**src/hw/rtl/fdl_pkg.sv**
```systemverilog
// Shared constants and types for the fractional delay line.
package fdl_pkg;

  // Default geometry of the ring and the sample format.
  localparam int MAX_DEPTH_DEF   = 1024;
  localparam int SAMPLE_BITS_DEF = 24;
  localparam int FRAC_BITS_DEF   = 16;

  // Smallest ring length that the block runs with.
  localparam int MIN_LENGTH = 2;

  // Forwarding flags that go with a pair of tap reads. A flag is set when
  // the tap hits the entry that the same beat wrote during the read cycle.
  typedef struct packed {
    logic fwd_a;
    logic fwd_b;
  } fdl_fwd_t;

endpackage

```
**src/hw/rtl/fdl_lerp.sv**
```systemverilog
// Interpolation pipeline: tap forwarding, multiply stage and output register.
module fdl_lerp #(
  parameter int SAMPLE_BITS = fdl_pkg::SAMPLE_BITS_DEF,
  parameter int FRAC_BITS   = fdl_pkg::FRAC_BITS_DEF
) (
  input  logic                          clk,
  input  logic                          rst,
  input  logic                          tap_valid,
  output logic                          tap_ready,
  input  logic signed [SAMPLE_BITS-1:0] rd_a,
  input  logic signed [SAMPLE_BITS-1:0] rd_b,
  input  logic signed [SAMPLE_BITS-1:0] new_sample,
  input  logic        [FRAC_BITS-1:0]   frac,
  input  fdl_pkg::fdl_fwd_t             fwd,
  output logic                          out_valid,
  input  logic                          out_ready,
  output logic signed [SAMPLE_BITS-1:0] sample_out
);

  localparam int PROD_W = FRAC_BITS + SAMPLE_BITS + 2;

  logic                          take;
  logic                          adv3;
  logic signed [SAMPLE_BITS-1:0] tap_a;
  logic signed [SAMPLE_BITS-1:0] tap_b;
  logic signed [SAMPLE_BITS:0]   diff;
  logic signed [PROD_W-1:0]      prod;
  logic                          v3;
  logic signed [PROD_W-1:0]      prod3;
  logic signed [SAMPLE_BITS-1:0] a3;
  logic        [SAMPLE_BITS+1:0] sum;

  // Stage handshakes: the multiply stage moves on when the output register frees up.
  assign adv3      = v3 && (!out_valid || out_ready);
  assign tap_ready = !v3 || adv3;
  assign take      = tap_valid && tap_ready;

  // A tap that hit the entry written in the read cycle takes the new sample.
  assign tap_a = fwd.fwd_a ? new_sample : rd_a;
  assign tap_b = fwd.fwd_b ? new_sample : rd_b;

  // Exact product of the fraction and the tap difference.
  assign diff = $signed({tap_b[SAMPLE_BITS-1], tap_b}) - $signed({tap_a[SAMPLE_BITS-1], tap_a});
  assign prod = PROD_W'($signed({1'b0, frac})) * PROD_W'(diff);

  always_ff @(posedge clk) begin
    if (rst) begin
      v3 <= 1'b0;
    end else if (take) begin
      v3 <= 1'b1;
    end else if (adv3) begin
      v3 <= 1'b0;
    end
  end

  always_ff @(posedge clk) begin
    if (take) begin
      prod3 <= prod;
      a3    <= tap_a;
    end
  end

  // The upper product bits are the arithmetic shift, which floors. The sum
  // lies between the two taps, so the low bits are the full result.
  assign sum = {{2{a3[SAMPLE_BITS-1]}}, a3} + prod3[PROD_W-1:FRAC_BITS];

  always_ff @(posedge clk) begin
    if (rst) begin
      out_valid <= 1'b0;
    end else if (adv3) begin
      out_valid <= 1'b1;
    end else if (out_ready) begin
      out_valid <= 1'b0;
    end
  end

  always_ff @(posedge clk) begin
    if (adv3) begin
      sample_out <= sum[SAMPLE_BITS-1:0];
    end
  end

endmodule

```
**config.mk**
```make
export PLATFORM = sky130hd
export DESIGN_NAME = fdl_lerp
export DESIGN_NICKNAME = d
export VERILOG_FILES = /design/src/hw/rtl/fdl_pkg.sv /design/src/hw/rtl/fdl_lerp.sv
export SDC_FILE = /design/constraint.sdc
export NUM_CORES = 1
export LEC_CHECK = 0
export BUFFER_PORTS_ARGS = -buffer_cell sky130_fd_sc_hd__buf_2
export CAP_MARGIN = 20
export CORE_MARGIN = 5
export CORE_UTILIZATION = 40
export CTS_BUF_LIST = sky130_fd_sc_hd__clkbuf_4 sky130_fd_sc_hd__clkbuf_8 sky130_fd_sc_hd__clkbuf_16
export DETAILED_ROUTE_END_ITERATION = 16
export PLACE_DENSITY = 0.6
export RECOVER_POWER = 25
export SYNTH_ARGS = -nofsm -noshare
export SYNTH_HDL_FRONTEND = slang
export SYNTH_SLANG_ARGS = --single-unit
export TNS_END_PERCENT = 100
```
**constraint.sdc**
```tcl
create_clock -name clk -period 11.3 [get_ports clk]
set_input_delay 2.26 -clock clk [delete_from_list [all_inputs] [get_ports clk]]
set_output_delay 2.26 -clock clk [all_outputs]
set_load 0.01 [all_outputs]
```
==> results of run 1 <==
[registers in the layout (all words and copies together) (netlist names)]
name        count
a3             24
prod3          24
sample_out     24
out_valid       1
v3              1
[what timing repair did]
action	4_1_cts	5_1_grt
setup endpoints to repair	0	6
endpoints found under the hold margin	0	0
gates resized for setup	0	5
[cell type report]
type / count / area, um^2
fillers: 4808 / 27400
multi-input cells: 1472 / 15300
flip-flops and latches: 74 / 2200
inverters: 489 / 1840
repair buffers: 180 / 1080
well taps: 664 / 831
clock buffers: 9 / 225
clock inverters: 7 / 58.8
[Yosys cell counts, drive strengths merged, types with 7 or more instances]
| cell type | number | share of area [%] |
|---|---|---|
| a21oi | 49 | 1.3 |
| mux2 | 31 | 1.8 |
| nand2b | 34 | 1.1 |
| xor2 | 12 | 0.53 |
| buf | 9 | 0.29 |
| o21ai | 37 | 0.96 |
| nor3b | 19 | 0.72 |
| o21a | 16 | 0.61 |
| o211ai | 9 | 0.34 |
| nor2 | 50 | 0.95 |
| nand3b | 7 | 0.27 |
| o22ai | 9 | 0.29 |
| o2111ai | 7 | 0.31 |
| inv | 488 | 9.3 |
| nand3 | 38 | 0.97 |
| ha | 144 | 9.2 |
| xnor2 | 63 | 2.8 |
| a211oi | 15 | 0.57 |
| clkbuf | 95 | 1.8 |
| mux2i | 34 | 1.7 |
| edfxtp | 72 | 11 |
| fa | 373 | 38 |
| and3 | 23 | 0.73 |
| o21bai | 7 | 0.27 |
| and2 | 131 | 4.2 |
| nor2b | 29 | 0.92 |
| nor3 | 31 | 0.79 |
| and3b | 12 | 0.53 |
| nand2 | 216 | 4.1 |
| a21o | 18 | 0.69 |
[final timing paths]
check	from	end	slack, ns	cells after the start
worst min-delay path	v3	out_valid	0.52	2
worst max register to register	prod3[16]	sample_out[20]	7.83	11
worst min register to register	v3	out_valid	0.52	2
worst max-delay path	fwd[1]	prod3[39]	0.55	33
[cell families after synthesis]
kind of cell | after synthesis | synth area share (%)
and+or+nand+nor | 612 | 16.1
buffers and inverters | 593 | 11.4
adders and majority gates | 522 | 47.3
AOI/OAI and AO/OA | 198 | 7.10
xor gates and xnor gates | 75 | 3.34
DFF | 74 | 11.2
muxes | 65 | 3.50
[stage by stage]
| step | cell area, um^2 | hold slack [ns] | cells | setup TNS (ns) |
|---|---|---|---|---|
| after floorplan | 19700 | 0.478 | 2139 | 0 |
| after global placement | 21200 | 0.493 | 2878 | 0 |
| after detailed placement | 21200 | 0.509 | 2878 | -0.179 |
| after CTS | 21500 | 0.517 | 2894 | 0 |
| after global routing | 21500 | 0.549 | 2895 | 0 |
| final | 21500 | 0.516 | 2895 | 0 |
[routing by layer]
metal	vias up	part of all wire (%)	wire (um)	GRT usage (%)
li1	6770	-	-	-
met1	7521	43	22900	27.0
met2	473	48	26000	34.4
met3	99	6.1	3270	2.53
met4	0	2.8	1480	5.34
met5	-	0	0	0
[tightest hold or removal path: cells and delay by family, from the launching register on]
family,cells,cell delay [ns]
and+or+nand+nor,2,0.15
DFF,1,0.33
==> flow_metrics.env, run 1 <==
export IMPL_cp_max_fo=12
export IMPL_holdBufCountCts=0
export IMPL_drive_gt1_share_pct=11.4
export IMPL_drcViolationCount=0
export IMPL_ys_seq_area_share_pct=11.2
export IMPL_crit_top_cell="fa_1"
export IMPL_clockBufferDepth=2
export IMPL_wire_per_inst_um=18.5
export IMPL_syn_avg_cell_area_um2=9.20
export IMPL_fmax_mhz=93.0
export IMPL_grt_max_degree=49
export IMPL_fin_skew_ns=0.00923
export IMPL_cts_root_buf="clkbuf_16"
export IMPL_cts_sinks=74
export IMPL_fin_ws_ns=0.549
export IMPL_startpoint_type="primary input"
export IMPL_num_vias=14900
export IMPL_die_w_um=232
export IMPL_initial_core_util_pct=40.3
export IMPL_wirelength_um=53600
export IMPL_cp_arrival_ns=10.85
export IMPL_path_clk_slew_ns=0.07
export IMPL_grt_ovfl_total=0
export IMPL_drt_iter0_markers=1023
export IMPL_coreArea_um2=48800
export IMPL_utilization_pct=44.0
export IMPL_antenna_left=0
export IMPL_setup_viol=0
export IMPL_place_ws_ns=-0.0796
export IMPL_numCtsBuffers=9
export IMPL_finalCriticalPeriod_ns=10.75
export IMPL_rows=81
export IMPL_syn_nets=2750
export IMPL_drt_first_pass_iters=5
export IMPL_tritoncts="yes"
export IMPL_max_slew_margin_rel_pct=7.40
export IMPL_slew_viol_final=0
export IMPL_dpl_hpwl_um=42400
export IMPL_worst_pin_slew_ns=1.39
export IMPL_yosys_warnings=0
export IMPL_post_route_period_util_pct=95.1
export IMPL_area_growth_pct=9.17
export IMPL_die_area_um2=53700
export IMPL_diodes=0
export IMPL_final_common_cell="inv_1"
export IMPL_grt_use_total_pct=20.0
export IMPL_ys_async_sr_fraction_pct=0
export IMPL_final_hold_viol_count=0
export IMPL_vias_per_cell=5.13
export IMPL_syn_area_um2=19700
export IMPL_crit_slowest_cell="fa_1"
export IMPL_synth_seq_cells=74
export IMPL_port_buffers=119
export IMPL_globalplace_congestion=0.904
export IMPL_nets=2837
export IMPL_insertion_delay_ns=0.34
export IMPL_synth_cell_types=69
export IMPL_status="complete, no violations"
export IMPL_cts_setup_buffers=0
export IMPL_critPathMaxStageDelay_ns=0.55
export IMPL_io_pins=120
export IMPL_grt_pass1_vias=15800
export IMPL_grt_first_pass_wirelength_um=85600
export IMPL_crit_type="in -> reg"
export IMPL_synth_cells=2139
export IMPL_maxCapViolCount=0
export IMPL_antenna_found_initial=2
export IMPL_die_h_um=232
export IMPL_synth_top_flop_cell="edfxtp_1"
export IMPL_end_kind="flip-flop"
export IMPL_rsz0062_at_grt="no"
export IMPL_cp_required_ns=11.40
export IMPL_critPathTopFamily="adder cells"
export IMPL_worst_path_buf_inv=5
export IMPL_most_common_layout_cells="488 x inv_1, 373 x fa_1, 216 x nand2_1"
export IMPL_cts_max_level=3
export IMPL_hold_class="reg -> reg"
export IMPL_synth_edf_count=72
Power of run 1 is not shown: default switching activity piles up to over one toggle a cycle in this logic, so the estimate is an artifact.
==> run 2: changes to the inputs <==
- ABC_AREA: not set -> 1
==> run 2 against run 1 <==
First-iteration DRC count up 4.9%. Final cell count up 15%. Non-clock buffer count down 45. Count of clock-buffer cells in the layout unchanged. Sequential cell count unchanged. Largest cell class unchanged. Area after synthesis up 2.7%. Routed wire length up 21%. Worst setup slack better by 0.34 ns.
==> flow_metrics.env, run 2 <==
export IMPL_status="complete, no violations"
export IMPL_multi_input_area_um2=15300
export IMPL_setup_viol=0
export IMPL_top_regs="a3 x24, prod3 x24, sample_out x24"
export IMPL_ys_top_cells_by_count="652 x inv_1, 402 x nand2_1, 373 x fa_1"
export IMPL_antenna_found_initial=0
export IMPL_path_clk_slew_ns=0.07
export IMPL_ys_seq_area_share_pct=10.9
export IMPL_cts_resized_gates=0
export IMPL_dpl_hpwl_um=55900
export IMPL_grt_pass1_vias=18500
export IMPL_area_growth_pct=8.07
export IMPL_wirelength_um=64700
export IMPL_synth_cell_types=53
export IMPL_use_met2_pct=41.1
export IMPL_die_h_um=235
export IMPL_crit_slowest_cell="fa_1"
export IMPL_yosysMostFrequentCell="inv_1"
export IMPL_initial_core_util_pct=40.4
export IMPL_slew_viol_final=0
export IMPL_num_vias=17400
export IMPL_maxCapViolCount=0
export IMPL_grt_first_pass_wirelength_um=103000
export IMPL_cts_max_level=3
export IMPL_wire_per_inst_um=19.4
export IMPL_cts_root_buf="clkbuf_16"
export IMPL_rsz0062_at_grt="no"
export IMPL_ys_async_sr_fraction_pct=0
export IMPL_synth_edf_count=72
export IMPL_synth_top_area_cell="fa_1"
export IMPL_startpoint_type="primary input"
export IMPL_globalplace_congestion=1.04
export IMPL_synth_cells=2574
export IMPL_syn_area_um2=20200
export IMPL_syn_avg_cell_area_um2=7.85
export IMPL_fill_cells=5137
export IMPL_coreArea_um2=50100
export IMPL_synth_area_top_cells="fa_1 37%, inv_1 12%, edfxtp_1 11%, ha_1 8.9%, nand2_1 7.5%"
export IMPL_drt_first_pass_iters=6
export IMPL_final_common_cell="inv_1"
export IMPL_antenna_left=0
export IMPL_busiest_layer="met2"
export IMPL_insertion_delay_ns=0.36
export IMPL_hold_class="reg -> reg"
export IMPL_grt_use_total_pct=23.6
export IMPL_cts_setup_buffers=0
export IMPL_nets=3270
export IMPL_die_area_um2=55100
export IMPL_syn_nets=3185
export IMPL_cp_max_fo=48
export IMPL_drive_gt1_share_pct=8.45
export IMPL_io_pins=120
export IMPL_worst_pin_slew_ns=1.24
export IMPL_diodes=0
export IMPL_fin_setup_tns_ns=0
export IMPL_met1_usage_pct=30.8
export IMPL_clockBufferDepth=2
export IMPL_cp_required_ns=11.41
export IMPL_vias_per_cell=5.21
export IMPL_layout_cells_non_filler=3336
export IMPL_synth_top_flop_cell="edfxtp_1"
export IMPL_finalCriticalPeriod_ns=10.41
export IMPL_grt_max_degree=49
export IMPL_holdBufCountCts=0
export IMPL_yosys_warnings=0
export IMPL_post_route_period_util_pct=92.1
export IMPL_final_hold_viol_count=0
export IMPL_critPathMaxStageDelay_ns=1.06
export IMPL_use_met3_pct=3.65
export IMPL_rows=82
export IMPL_cts_sinks=74
export IMPL_netlist_area_leader_share_pct=36.9
export IMPL_drt_iter0_markers=1073
export IMPL_register_area_um2=2200
export IMPL_grt_ovfl_total=0
export IMPL_port_buffers=119
export IMPL_tritoncts="yes"
export IMPL_fmax_mhz=96.1
export IMPL_fin_skew_ns=0.0132
export IMPL_max_slew_margin_rel_pct=17.0
export IMPL_dp_cells=3319
export IMPL_numCtsBuffers=9
export IMPL_crit_type="in -> reg"
export IMPL_end_kind="flip-flop"
export IMPL_most_common_layout_cells="651 x inv_1, 402 x nand2_1, 373 x fa_1"
export IMPL_die_w_um=235
export IMPL_drcViolationCount=0
export IMPL_cp_arrival_ns=10.52
export IMPL_synth_seq_cells=74
run 2: worst paths after layout:
kind                                  endpoint   start  slack [ns]  cells past startpoint
worst min register to register       out_valid      v3        0.47                      2
worst min-delay path                 out_valid      v3        0.47                      2
worst max register to register  sample_out[11]   a3[2]        8.69                      9
worst max-delay path                 prod3[39]  fwd[1]        0.89                     29
run 2: cells by family after synthesis:
group           synth area share, %
fa+ha+maj                      45.9
buf+inv                        13.6
simple gates                   20.5
xor+xnor                       2.76
flops                          10.9
compound gates                 6.46
run 2: final cells by class:
type                       count  area share (%)
timing repair buffer         135            3.32
multi-input combinational   1777            69.9
tap                          672            3.85
sequential                    74            10.1
clock inverter                 7           0.464
inverter                     662            11.4
clock buffer                   9            1.03
run 2: worst max-delay path, delay by kind of cell:
kind | cells | cell delay [ns]
and+or+nand+nor | 10 | 1.52
xor gates and xnor gates | 1 | 0.21
AOI/OAI and AO/OA | 7 | 1.74
adders and majority gates | 7 | 4.07
buffers and inverters | 4 | 0.71
run 2: routing by layer:
metal  vias to the layer above  part of all wire (%)
li1                       7905                     -
met1                      8650                    42
met2                       686                    48
met3                       140                   6.8
met4                         0                   3.5
met5                         -                     0
run 2: per-stage QoR:
step                      cell area [um^2]  util [%]  worst slack, ns  hold slack [ns]
after floorplan                      20200         -             1.82            0.445
after global placement               21500      43.0            0.673            0.477
after detailed placement             21500      43.0            0.587            0.486
after CTS                            21800      43.6            0.958            0.492
after global routing                 21800      43.6            0.170            0.506
final                                21800      43.6            0.891            0.468
Power of run 2 is left out for the same reason.
==> run 3: changes to the inputs <==
- CORE_UTILIZATION: 40 -> 55
- PLACE_DENSITY: 0.6 -> 0.78
==> run 3 against run 2 <==
Non-clock buffer count fell by 5. First-iteration DRC count rose by 29%. Die area fell by 26%. Routed wire length fell by 5.0%. Hold slack improved by 0.025 ns. Sequential share of layout area rose by 0.15 points. Cell area fell by 1.5%.
==> flow_metrics.env, run 3 (synthesis results as in run 2) <==
export IMPL_area_growth_pct=6.47
export IMPL_die_h_um=202
export IMPL_rr_startpoint="a3[0]"
export IMPL_cp_arrival_ns=10.54
export IMPL_place_ws_ns=0.595
export IMPL_vias_per_cell=5.55
export IMPL_cp_required_ns=11.40
export IMPL_insertion_delay_ns=0.35
export IMPL_setup_viol=0
export IMPL_fin_ws_ns=0.858
export IMPL_cts_sinks=74
export IMPL_die_area_um2=40700
export IMPL_wire_per_inst_um=19.6
export IMPL_rsz0062_at_grt="no"
export IMPL_fin_setup_tns_ns=0
export IMPL_hold_start="v3"
export IMPL_grt_ovfl_total=0
export IMPL_top_regs="a3 x24, prod3 x24, sample_out x24"
export IMPL_num_vias=17400
export IMPL_hold_class="reg -> reg"
export IMPL_post_route_period_util_pct=92.4
export IMPL_tritoncts="yes"
export IMPL_antenna_left=0
export IMPL_grt_first_pass_wirelength_um=98100
export IMPL_rrSetupSlack_ns=8.67
export IMPL_most_common_layout_cells="651 x inv_1, 402 x nand2_1, 373 x fa_1"
export IMPL_slew_viol_final=0
export IMPL_cts_root_buf="clkbuf_16"
export IMPL_cts_max_level=3
export IMPL_diodes=0
export IMPL_fin_skew_ns=0.00769
export IMPL_port_buffers=119
export IMPL_fill_cells=3272
export IMPL_final_common_cell="inv_1"
export IMPL_cts_setup_buffers=0
export IMPL_initial_core_util_pct=55.5
export IMPL_layout_cells_non_filler=3127
export IMPL_crit_top_cell="nand2_1"
export IMPL_fmax_mhz=95.8
export IMPL_end_kind="flip-flop"
export IMPL_drt_first_pass_iters=6
export IMPL_path_clk_slew_ns=0.06
export IMPL_cp_max_fo=48
export IMPL_startpoint_type="primary input"
export IMPL_whs_ns=0.494
export IMPL_coreArea_um2=36400
export IMPL_die_w_um=202
export IMPL_crit_type="in -> reg"
export IMPL_finalCriticalPeriod_ns=10.44
export IMPL_antenna_found_initial=1
export IMPL_numCtsBuffers=9
export IMPL_drt_iter0_markers=1389
export IMPL_cts_resized_gates=0
export IMPL_worst_pin_slew_ns=1.29
export IMPL_drcViolationCount=0
export IMPL_grt_pass1_vias=18600
export IMPL_rows=70
export IMPL_drive_gt1_share_pct=8.27
export IMPL_holdBufCountCts=0
export IMPL_maxCapViolCount=0
export IMPL_grt_use_total_pct=30.6
export IMPL_wirelength_um=61400
export IMPL_status="complete, no violations"
export IMPL_max_slew_margin_rel_pct=13.7
export IMPL_crit_slowest_cell="fa_1"
export IMPL_nets=3265
export IMPL_critPathMaxStageDelay_ns=0.54
export IMPL_startpoint="fwd[1]"
export IMPL_dpl_hpwl_um=52900
export IMPL_final_hold_viol_count=0
export IMPL_grt_max_degree=49
export IMPL_globalplace_congestion=1.01
export IMPL_dp_cells=3111
export IMPL_io_pins=120
export IMPL_clockBufferDepth=2
run 3: cell types whose count changed in the layout (fill, tap and decap cells not counted):
| cell | before | now |
|---|---|---|
| bufinv_16 | 2 | 1 |
| inv_6 | 1 | 3 |
| buf_4 | 14 | 10 |
| clkinvlp_4 | 0 | 1 |
| clkinv_4 | 2 | 1 |
| buf_12 | 1 | 0 |
| inv_2 | 6 | 5 |
run 3: per-stage QoR:
step | util, % | instance area [um^2]
6_report | 59.1 | 21500
5_1_grt | 59.1 | 21500
4_1_cts | 59.1 | 21500
3_5_place_dp | 58.2 | 21200
3_3_place_gp | 58.2 | 21200
2_1_floorplan | - | 20200
run 3: worst max-delay path, delay by kind of cell:
family / cells / cell delay [ns]
AOI/OAI and AO/OA: 8 / 2.16
adders and majority gates: 8 / 3.70
buffers and inverters: 7 / 0.93
and+or+nand+nor: 9 / 1.45
run 3: cell type report:
| cell class | count | area [um^2] | share of cell area [%] |
|---|---|---|---|
| Clock buffer | 9 | 225 | 1.05 |
| Clock inverter | 7 | 83.8 | 0.389 |
| Inverter | 662 | 2480 | 11.5 |
| Multi-Input combinational cell | 1777 | 15300 | 70.9 |
| Sequential cell | 74 | 2200 | 10.2 |
| Tap cell | 468 | 586 | 2.72 |
| Timing Repair Buffer | 130 | 674 | 3.13 |
run 3: metal layers:
metal  part of all wire (%)  GRT usage (%)
met5                  0.015              0
met4                    5.0           13.2
met3                     10           6.96
met2                     47           52.4
met1                     37           37.4
run 3: worst paths after layout:
kind,depth (start not counted),end
worst max-delay path,32,prod3[36]
worst min-delay path,2,out_valid
worst max register to register,10,sample_out[16]
worst min register to register,2,out_valid
Power of run 3 is left out for the same reason.
